==> config.mk <==
export PLATFORM = sky130hd
export DESIGN_NAME = jet_front
export DESIGN_NICKNAME = d
export VERILOG_FILES = /design/src/hw/rtl/jet_pkg.sv /design/src/hw/rtl/jet_front.sv
export SDC_FILE = /design/constraint.sdc
export NUM_CORES = 2
export LEC_CHECK = 0
export ABC_AREA = 1
export ABC_CLOCK_PERIOD_IN_PS = 12900
export BUFFER_PORTS_ARGS = -buffer_cell sky130_fd_sc_hd__buf_2
export CAP_MARGIN = 20
export CELL_PAD_IN_SITES_DETAIL_PLACEMENT = 1
export CELL_PAD_IN_SITES_GLOBAL_PLACEMENT = 1
export CORE_MARGIN = 2
export CORE_UTILIZATION = 45
export DETAILED_ROUTE_END_ITERATION = 8
export PLACE_DENSITY = 0.86
export SYNTH_ARGS = -nofsm -noshare
export SYNTH_HDL_FRONTEND = slang
export SYNTH_SLANG_ARGS = --single-unit
export TNS_END_PERCENT = 100
==> constraint.sdc <==
create_clock -name clk -period 12.9 [get_ports clk]
set_input_delay 1.935 -clock clk [delete_from_list [all_inputs] [get_ports clk]]
set_output_delay 1.935 -clock clk [all_outputs]
set_load 0.005 [all_outputs]
==> src/hw/rtl/jet_pkg.sv <==
// shared types and constants for the julia escape-time block
`timescale 1ns / 1ps

package jet_pkg;

  // fixed-point format: signed Q6.26
  localparam int unsigned FRAC_BITS = 26;
  localparam int unsigned COORD_W   = 32;
  localparam int unsigned PIXEL_W   = 10;
  localparam int unsigned ITER_W    = 10;
  localparam int unsigned REG_IDX_W = 3;

  // modulus squared limit 4 in Q12.52
  localparam logic [63:0] ESCAPE_LIMIT = 64'h0040_0000_0000_0000;

  // register reset values
  localparam logic signed [31:0] RST_MIN_RE   = -32'sd100663296;
  localparam logic signed [31:0] RST_MAX_IM   = 32'sd67108864;
  localparam logic signed [31:0] RST_STEP_RE  = 32'sd196800;
  localparam logic signed [31:0] RST_STEP_IM  = 32'sd131200;
  localparam logic signed [31:0] RST_CONST_RE = -32'sd39325958;
  localparam logic signed [31:0] RST_CONST_IM = 32'sd31809651;
  localparam logic [9:0]         RST_MAX_ITER = 10'd100;

  // register indexes
  typedef enum logic [REG_IDX_W-1:0] {
    REG_MIN_RE   = 3'd0,
    REG_MAX_IM   = 3'd1,
    REG_STEP_RE  = 3'd2,
    REG_STEP_IM  = 3'd3,
    REG_CONST_RE = 3'd4,
    REG_CONST_IM = 3'd5,
    REG_MAX_ITER = 3'd6
  } jet_reg_t;

  // configuration bundle
  typedef struct packed {
    logic signed [31:0] min_re;
    logic signed [31:0] max_im;
    logic signed [31:0] step_re;
    logic signed [31:0] step_im;
    logic signed [31:0] const_re;
    logic signed [31:0] const_im;
    logic [ITER_W-1:0]  max_iter;
  } jet_cfg_t;

  // complex start point
  typedef struct packed {
    logic signed [31:0] re;
    logic signed [31:0] im;
  } jet_point_t;

  // saturate a 44-bit signed value to the 32-bit signed range
  function automatic logic signed [31:0] sat32(input logic signed [43:0] v);
    logic signed [43:0] hi;
    logic signed [43:0] lo;
    hi = 44'sh000_7FFF_FFFF;
    lo = -44'sh000_8000_0000;
    if (v > hi) begin
      sat32 = 32'sh7FFF_FFFF;
    end else if (v < lo) begin
      sat32 = 32'sh8000_0000;
    end else begin
      sat32 = v[31:0];
    end
  endfunction

endpackage

==> src/hw/rtl/jet_front.sv <==
// pixel to start point mapping: product stage, then offset add and saturation
`timescale 1ns / 1ps

module jet_front (
  input  logic                             clk,
  input  logic                             rst_n,
  input  jet_pkg::jet_cfg_t                cfg,
  input  logic                             in_valid,
  output logic                             in_ready,
  input  logic [jet_pkg::PIXEL_W-1:0]      in_pixel_x,
  input  logic [jet_pkg::PIXEL_W-1:0]      in_pixel_y,
  output logic                             pt_valid,
  input  logic                             pt_ready,
  output jet_pkg::jet_point_t              pt_data
);
  import jet_pkg::*;

  logic                s1_valid_r;
  logic signed [42:0]  prod_re_r;
  logic signed [42:0]  prod_im_r;
  logic signed [42:0]  prod_re;
  logic signed [42:0]  prod_im;
  logic signed [43:0]  sum_re;
  logic signed [43:0]  sum_im;
  logic                s1_take;

  // pixel offsets scaled by the step registers
  assign prod_re = $signed({1'b0, in_pixel_x}) * cfg.step_re;
  assign prod_im = $signed({1'b0, in_pixel_y}) * cfg.step_im;

  assign s1_take  = in_valid && in_ready;
  assign in_ready = !s1_valid_r || pt_ready;

  // product stage
  always_ff @(posedge clk) begin
    if (!rst_n) begin
      s1_valid_r <= 1'b0;
    end else if (in_ready) begin
      s1_valid_r <= in_valid;
    end
    if (s1_take) begin
      prod_re_r <= prod_re;
      prod_im_r <= prod_im;
    end
  end

  // offset add or subtract and saturation into the queue
  assign sum_re = 44'(cfg.min_re) + 44'(prod_re_r);
  assign sum_im = 44'(cfg.max_im) - 44'(prod_im_r);

  assign pt_valid   = s1_valid_r;
  assign pt_data.re = sat32(sum_re);
  assign pt_data.im = sat32(sum_im);

endmodule

==> flow_metrics.py <==
metrics = {
    "finish": {
        "design_area_um2": 35700,
        "layout.nets": 5915,
        "drive_above_1_share_pct": 7.30,
        "final_util_pct": 48.1,
        "syn_to_final_growth_pct": 6.22,
    },
    "yosys": {
        "syn_area_um2": 33600,
        "synthTopCellsByCount": "nand2_1 (1420), inv_1 (1336), fa_1 (548)",
        "ys_warn_count": 0,
        "ys_types": 54,
        "post-synth-top-area-fraction_pct": 32.6,
        "synth.largest_area_cell": "fa_1",
        "synth_cells": 4774,
        "synth_area_leaders": "fa_1 (33%), nand2_1 (16%), inv_1 (15%)",
        "synth_most_common_cell": "nand2_1",
        "synth_fp_nets": 5820,
        "seq_area_frac_synth_pct": 7.74,
        "synthArstFlopShare_pct": 0,
        "synth_edf_count": 86,
        "synth-seq-cells": 87,
        "synth.avg_cell_area_um2": 7.04,
        "synth_ff_type": "edfxtp_1",
    },
    "setup_path": {
        "worst-path-max-fanout": 32,
        "crit_type": "in2reg",
        "cp.arrival_ps": 7690,
        "cp_slowest_cell": "buf_2",
        "startpoint": "in_pixel_x[2]",
        "end_kind": "flop",
        "reg2reg_from": "pt_valid",
        "cp_cell_sequence": "buf_2 -> nand2_1 -> fa_1 -> fa_1 -> inv_1 -> fa_1 -> fa_1 -> inv_1 -> fa_1 -> inv_1 -> ha_1 -> nand2_1 -> nor2_1 -> nand2_1 -> nor4_1 -> nand2_1 -> o211ai_1 -> a21boi_0 -> o21ai_0 -> nand2_1 -> inv_1 -> nor2_1",
        "cpPeakStageDelay_ps": 650,
        "critPathLaunchType": "primary input",
        "cp.required_ps": 13020,
    },
    "clock_network": {
        "cts_hold_buf": 0,
        "cts_root_buffer": "clkbuf_16",
        "cts-htree-levels": 3,
        "postCtsSetupRepairBufs": 0,
        "cts_buffer_depth": 2,
        "numClockSinks": 87,
        "cts.clk_slew.worst_paths_ps": 70,
        "numCtsBuffers": 9,
        "clk_latency_ps": 370,
        "cts_tree": "done",
        "post_cts_resized": 0,
    },
    "sta": {
        "clock_skew_ps": 9.80,
        "fmax_ghz": 0.132,
        "maxSlewViolCount": 0,
        "finalCritPeriodShare_pct": 58.6,
        "finalHoldViolCount": 0,
        "setup_violations": 0,
        "holdWs_ps": 572,
        "period_needed_ps": 7560,
        "fin_setup_tns_ps": 0,
        "tightestPinTransition_ps": 975,
        "slew_headroom_pct": 34.8,
        "rsz0062_at_grt": "no",
    },
    "floorplanning": {
        "io_pins": 292,
        "die_height_um": 277,
        "row_count": 100,
        "core_um2": 74200,
        "die-area_um2": 76900,
        "die-width_um": 277,
        "initial_utilization_pct": 45.3,
    },
    "hold_path": {
        "hp-start": "pt_valid",
        "min_path_type": "reg2reg",
    },
    "global_routing": {
        "grt_pass1_vias": 32950,
        "grt_usage_pct": 27.7,
        "grt_pass1_wl_mm": 171,
        "grt_max_degree": 87,
        "overflow": 0,
        "antenna_found_initial": 13,
    },
    "route": {
        "antenna_left": 0,
        "drcViolationCount": 0,
        "post_drt_wl_per_cell_um": 18.0,
        "drt_wl_total_mm": 105,
        "initialDrtViolationCount": 1602,
        "first_pass_iters": 5,
        "detail_route.vias_per_cell": 5.13,
        "vias": 29996,
    },
    "placed_design": {
        "place_area_um2": 35300,
        "io_buffers": 217,
        "gp_congestion": 0.938,
        "dp_hpwl_mm": 90.9,
    },
    "status": {
        "outcome": "finished clean",
    },
    "flow_run": {
        "drv_cap": 0,
    },
}
## through the flow
step	setup WS [ps]	instances
4_1_cts	5390	5842
2_1_floorplan	6210	4774
3_3_place_gp	5190	5826
3_5_place_dp	4970	5826
5_1_grt	4970	5849
6_report	5340	5850
## kinds of logic (layout without fill, tap and decap cells)
group	Yosys count	count (layout)	synth area share, %
compound gates	334	334	5.64
xor+xnor	147	147	3.94
fa+ha+maj	820	820	42.8
buf+inv	1481	1581	16.8
flops	87	87	7.74
other cells	0	7	0
simple gates	1905	1905	23.1
## cells in the final DEF, fill, tap and decap left out, types with 60 or more instances in the layout
master / count
a21oi_1: 176
nand2_1: 1420
xor2_1: 88
nor2_1: 224
buf_2: 217
nand3_1: 91
nand2_2: 63
o21ai_0: 60
inv_1: 1336
fa_1: 548
ha_1: 272
edfxtp_1: 86
## state kept, by name, summed over array words and instances, names as in the netlist
| name | count |
|---|---|
| pt_valid | 1 |
| prod_re_r | 43 |
| prod_im_r | 43 |
## routing by layer
layer | global-route usage [%] | part of all wire (%) | routed length [um] | vias up
met5 | 0 | 0.066 | 69 | -
met4 | 7.15 | 2.3 | 2410 | 12
met3 | 2.50 | 4.7 | 4970 | 150
met2 | 47.6 | 48 | 50100 | 782
met1 | 37.5 | 45 | 47600 | 14995
li1 | - | - | - | 14057
## path summary, 6_finish.rpt
path                        end  slack (ps)  cells after the start
setup reg to reg   prod_im_r[7]       11420                      3
hold reg to reg        pt_valid         570                      2
setup / recovery  prod_re_r[37]        5340                     22
hold / removal         pt_valid         570                      2
## worst max-delay path, delay by kind of cell
kind                       cells  cell delay [ps]
AOI/OAI and AO/OA              3              840
adders and majority gates      6             2960
and+or+nand+nor                8             1020
buffers and inverters          5              880
## cell type report
| class | count | area [um^2] |
|---|---|---|
| inverters | 1345 | 5050 |
| clock inverters | 6 | 92.6 |
| well taps | 969 | 1210 |
| repair buffers | 220 | 1130 |
| clock buffers | 10 | 229 |
| multi-input cells | 3206 | 25400 |
| flip-flops and latches | 87 | 2600 |
| diodes | 7 | 17.5 |
| fillers | 9741 | 38500 |
Power is left out: the tool's default activity adds up to more than one toggle a clock period on the data nets, which glitch-free logic cannot reach.
