$ cat config.mk
export PLATFORM = sky130hd
export DESIGN_NAME = jet_queue
export DESIGN_NICKNAME = d
export VERILOG_FILES = /design/src/hw/rtl/jet_pkg.sv /design/src/hw/rtl/jet_queue.sv
export SDC_FILE = /design/constraint.sdc
export NUM_CORES = 1
export LEC_CHECK = 0
export ABC_AREA = 1
export ABC_CLOCK_PERIOD_IN_PS = 4500
export BUFFER_PORTS_ARGS = -buffer_cell sky130_fd_sc_hd__buf_2
export CELL_PAD_IN_SITES_DETAIL_PLACEMENT = 1
export CELL_PAD_IN_SITES_GLOBAL_PLACEMENT = 2
export CORE_MARGIN = 2
export CORE_UTILIZATION = 38
export DETAILED_ROUTE_END_ITERATION = 10
export GPL_ROUTABILITY_DRIVEN = 0
export GPL_TIMING_DRIVEN = 0
export PLACE_DENSITY_LB_ADDON = 0.1
export SLEW_MARGIN = 20
export SYNTH_ARGS = -nofsm -noshare
export SYNTH_HDL_FRONTEND = slang
export SYNTH_SLANG_ARGS = --single-unit
$ cat constraint.sdc
create_clock -name clk -period 4.5 [get_ports clk]
set_input_delay 0.225 -clock clk [delete_from_list [all_inputs] [get_ports clk]]
set_output_delay 0.225 -clock clk [all_outputs]
set_load 0.02 [all_outputs]
$ cat src/hw/rtl/jet_pkg.sv
// shared types and constants for the julia escape-time block
`timescale 1ns / 1ps

package jet_pkg;

  // fixed-point format: signed Q6.26
  localparam int unsigned FRAC_BITS = 26;
  localparam int unsigned COORD_W   = 32;
  localparam int unsigned PIXEL_W   = 10;
  localparam int unsigned ITER_W    = 10;
  localparam int unsigned REG_IDX_W = 3;

  // modulus squared limit 4 in Q12.52
  localparam logic [63:0] ESCAPE_LIMIT = 64'h0040_0000_0000_0000;

  // register reset values
  localparam logic signed [31:0] RST_MIN_RE   = -32'sd100663296;
  localparam logic signed [31:0] RST_MAX_IM   = 32'sd67108864;
  localparam logic signed [31:0] RST_STEP_RE  = 32'sd196800;
  localparam logic signed [31:0] RST_STEP_IM  = 32'sd131200;
  localparam logic signed [31:0] RST_CONST_RE = -32'sd39325958;
  localparam logic signed [31:0] RST_CONST_IM = 32'sd31809651;
  localparam logic [9:0]         RST_MAX_ITER = 10'd100;

  // register indexes
  typedef enum logic [REG_IDX_W-1:0] {
    REG_MIN_RE   = 3'd0,
    REG_MAX_IM   = 3'd1,
    REG_STEP_RE  = 3'd2,
    REG_STEP_IM  = 3'd3,
    REG_CONST_RE = 3'd4,
    REG_CONST_IM = 3'd5,
    REG_MAX_ITER = 3'd6
  } jet_reg_t;

  // configuration bundle
  typedef struct packed {
    logic signed [31:0] min_re;
    logic signed [31:0] max_im;
    logic signed [31:0] step_re;
    logic signed [31:0] step_im;
    logic signed [31:0] const_re;
    logic signed [31:0] const_im;
    logic [ITER_W-1:0]  max_iter;
  } jet_cfg_t;

  // complex start point
  typedef struct packed {
    logic signed [31:0] re;
    logic signed [31:0] im;
  } jet_point_t;

  // saturate a 44-bit signed value to the 32-bit signed range
  function automatic logic signed [31:0] sat32(input logic signed [43:0] v);
    logic signed [43:0] hi;
    logic signed [43:0] lo;
    hi = 44'sh000_7FFF_FFFF;
    lo = -44'sh000_8000_0000;
    if (v > hi) begin
      sat32 = 32'sh7FFF_FFFF;
    end else if (v < lo) begin
      sat32 = 32'sh8000_0000;
    end else begin
      sat32 = v[31:0];
    end
  endfunction

endpackage

$ cat src/hw/rtl/jet_queue.sv
// small fifo of start points between front and iteration engine
`timescale 1ns / 1ps

module jet_queue #(
  parameter int unsigned DEPTH = 2
) (
  input  logic                clk,
  input  logic                rst_n,
  input  logic                push_valid,
  output logic                push_ready,
  input  jet_pkg::jet_point_t push_data,
  output logic                pop_valid,
  input  logic                pop_ready,
  output jet_pkg::jet_point_t pop_data
);
  import jet_pkg::*;

  localparam int unsigned PTR_W = (DEPTH > 1) ? $clog2(DEPTH) : 1;
  localparam int unsigned CNT_W = $clog2(DEPTH + 1);

  jet_point_t          mem_r [DEPTH];
  logic [PTR_W-1:0]    wr_ptr_r;
  logic [PTR_W-1:0]    rd_ptr_r;
  logic [CNT_W-1:0]    count_r;
  logic                do_push;
  logic                do_pop;

  assign push_ready = (count_r != CNT_W'(DEPTH));
  assign pop_valid  = (count_r != '0);
  assign pop_data   = mem_r[rd_ptr_r];
  assign do_push    = push_valid && push_ready;
  assign do_pop     = pop_valid && pop_ready;

  // storage
  always_ff @(posedge clk) begin
    if (do_push) begin
      mem_r[wr_ptr_r] <= push_data;
    end
  end

  // pointers and fill count
  always_ff @(posedge clk) begin
    if (!rst_n) begin
      wr_ptr_r <= '0;
      rd_ptr_r <= '0;
      count_r  <= '0;
    end else begin
      if (do_push) begin
        wr_ptr_r <= (wr_ptr_r == PTR_W'(DEPTH - 1)) ? '0 : wr_ptr_r + 1'b1;
      end
      if (do_pop) begin
        rd_ptr_r <= (rd_ptr_r == PTR_W'(DEPTH - 1)) ? '0 : rd_ptr_r + 1'b1;
      end
      if (do_push && !do_pop) begin
        count_r <= count_r + 1'b1;
      end else if (do_pop && !do_push) begin
        count_r <= count_r - 1'b1;
      end
    end
  end

endmodule

==> results.py <==
metrics = {
    "status": {
        "status": "finished, final reports clean",
    },
    "cells_and_area": {
        "final_util": 0.5599,
        "finalNetCount": 526,
        "final_area_mm2": 0.007415,
        "syn2layout_area_growth_pct": 43.66,
        "insertedDiodeCount": 0,
        "layout-drive-gt1-share": 0.5085,
    },
    "run": {
        "max-cap-violations": 0,
    },
    "routing": {
        "wl_per_cell_um": 15.51,
        "routed_wl_um": 10020,
        "antenna_left": 0,
        "first_pass_iters": 4,
        "drc": 0,
        "drtIter0Drc": 138,
        "vias_per_cell": 4.395,
        "num_vias": 2839,
    },
    "global_route": {
        "groute.usage.overall": 0.1454,
        "grt_first_pass_wirelength_um": 15420,
        "grt_max_degree": 23,
        "grt_pass1_vias": 3043,
        "antenna_found_initial": 0,
        "grt_overflow": 0,
    },
    "timing": {
        "clock_skew_ps": 6.337,
        "setup_viol": 0,
        "max_clock_freq_mhz": 554.1,
        "maxSlewHeadroom": 0.7399,
        "final-max-slew-violation-count": 0,
        "finalCritPeriodShare": 0.4011,
        "rsz0062_at_grt": "false",
        "final_hold_viol_count": 0,
        "setup_ws_ps": 2695,
        "setup_tns_ps": 0,
        "tightest_slew_ps": 389.2,
        "min_period_ps": 1805,
        "whs_ps": 27.02,
    },
    "clock_tree": {
        "clkSlewWorstSetupHoldPaths_ps": 50,
        "numCtsBuffers": 17,
        "htreeDepth": 4,
        "cts_sinks": 133,
        "cts_setup_buffers": 0,
        "worstSkewPairLatency_ps": 410,
        "cts_tree": "done",
        "cts-root-buf": "clkbuf_16",
        "clockBufferDepth": 2,
    },
    "placement": {
        "placed_area_mm2": 0.006212,
        "place_ws_ps": 2694,
        "portBuffers": 133,
        "dp_hpwl_um": 6417,
    },
    "floorplanning": {
        "fp.dieW_um": 120.5,
        "die_area_mm2": 0.01453,
        "fp.coreArea_mm2": 0.01324,
        "rows": 42,
        "die_y_um": 120.5,
        "boundaryPins": 134,
        "start_util": 0.3897,
    },
    "critical_path": {
        "critPathLaunchType": "flop",
        "end_kind": "output pin",
        "critical_path_class": "flop to output pin",
        "critical_path_arrival_ps": 1580,
        "crit_required_ps": 4280,
        "critPathMaxFanout": 10,
    },
    "yosys": {
        "synth_seq_area_share": 0.7641,
        "netlist_area_mm2": 0.005161,
        "synthTopCellsByArea": "edfxtp_1, mux2_4, buf_12",
        "synth.top_cell.area_share": 0.7447,
        "yosys.area.top_type": "edfxtp_1",
        "synthArstFlopShare": 0,
        "syn_nets": 305,
        "ys_top_cells_by_count": "edfxtp_1, mux2_4, nand2_1",
        "synth_edf_count": 128,
        "synth-main-ff-cell": "edfxtp_1",
        "synth-seq-cells": 133,
        "yosysMostFrequentCell": "edfxtp_1",
        "ys_types": 15,
        "yosys_warnings": 0,
        "synth_cells": 236,
        "syn_area_per_cell_um2": 21.87,
    },
    "power": {
        "ir_drop_uv": 243.1,
        "p_per_area_mw_per_mm2": 556.4,
        "leakage_nw": 2.963,
    },
    "hold_path": {
        "hold_class": "input port to flop",
    },
}
flip-flops by register name, indices dropped and copies added (netlist names), named ones only:
signal and cells:
mem_r 128, rd_ptr_r 1, wr_ptr_r 1, count_r 2
cell type report:
type	instances	area, um2
well taps	176	220.2
clock buffers	19	432.9
multi-input cells	88	1071
inverters	8	30.03
clock inverters	13	138.9
flip-flops and latches	133	3944
repair buffers	202	1446
plain buffers	7	131.4
fillers	1264	5828
worst max-delay path, stage by stage (launching register included):
cell,delay [ps]
dfxtp_1,320
buf_6,200
buf_12,170
mux2_4,310
buf_2,160
logic make-up (layout without fill, tap and decap cells):
| group | Yosys count | in the layout | synth area share |
|---|---|---|---|
| AO/OA/AOI/OAI | 4 | 4 | 0.004363 |
| adder cells (fa/ha/maj) | 1 | 1 | 0.002424 |
| buffers and inverters | 15 | 249 | 0.03127 |
| flip-flops | 133 | 133 | 0.7641 |
| multiplexers | 64 | 64 | 0.1833 |
| AND/OR/NAND/NOR | 19 | 19 | 0.01455 |
metrics by stage:
step	instances	power, W
after floorplan	236	0.002433
after global routing	646	0.004302
after detailed placement	551	0.002792
after CTS	646	0.004184
after global placement	545	0.002734
final	646	0.004126
cells in the final DEF, fill, tap and decap left out, drive strengths merged:
master and count:
clkinvlp 1, dlygate4sd3 63, nor2 8, nand2 9
nand3 1, edfxtp 128, a21oi 1, inv 8
o21ai 2, buf 146, o21a 1, ha 1
mux2 64, clkbuf 19, bufinv 3, nand4 1
clkinv 9, dfxtp 5
routing by layer:
| layer | vias up | track usage | part of all wire |
|---|---|---|---|
| met1 | 1387 | 0.1617 | 0.40 |
| met5 | - | 0 | 0 |
| met4 | 0 | 0.06323 | 0.013 |
| li1 | 1362 | - | - |
| met3 | 11 | 0.05755 | 0.057 |
| met2 | 79 | 0.2468 | 0.53 |
where the power goes:
part | leakage (nW) | internal [W] | switching, W
Clock | 0.283 | 0.000857 | 0.000479
Sequential | 1.24 | 0.00157 | 0.0000469
Combinational | 1.45 | 0.000566 | 0.000612
Total | 2.96 | 0.00299 | 0.00114
path summary, 6_finish.rpt:
kind,from,endpoint,slack [ps],cells past startpoint
setup reg to reg,count_r[0],mem_r[1][20],2710,6
hold / removal,push_data[16],mem_r[0][16],30,1
hold reg to reg,rd_ptr_r,flop,510,2
setup / recovery,flop,pop_data[9],2700,4
what timing repair did:
action | in CTS | in global routing
hold endpoints to repair | 125 | 0
setup endpoints to repair | 0 | 0
hold buffers | 63 | 0
gates resized for setup | 0 | 0
Power figures use the tool's default switching activity.
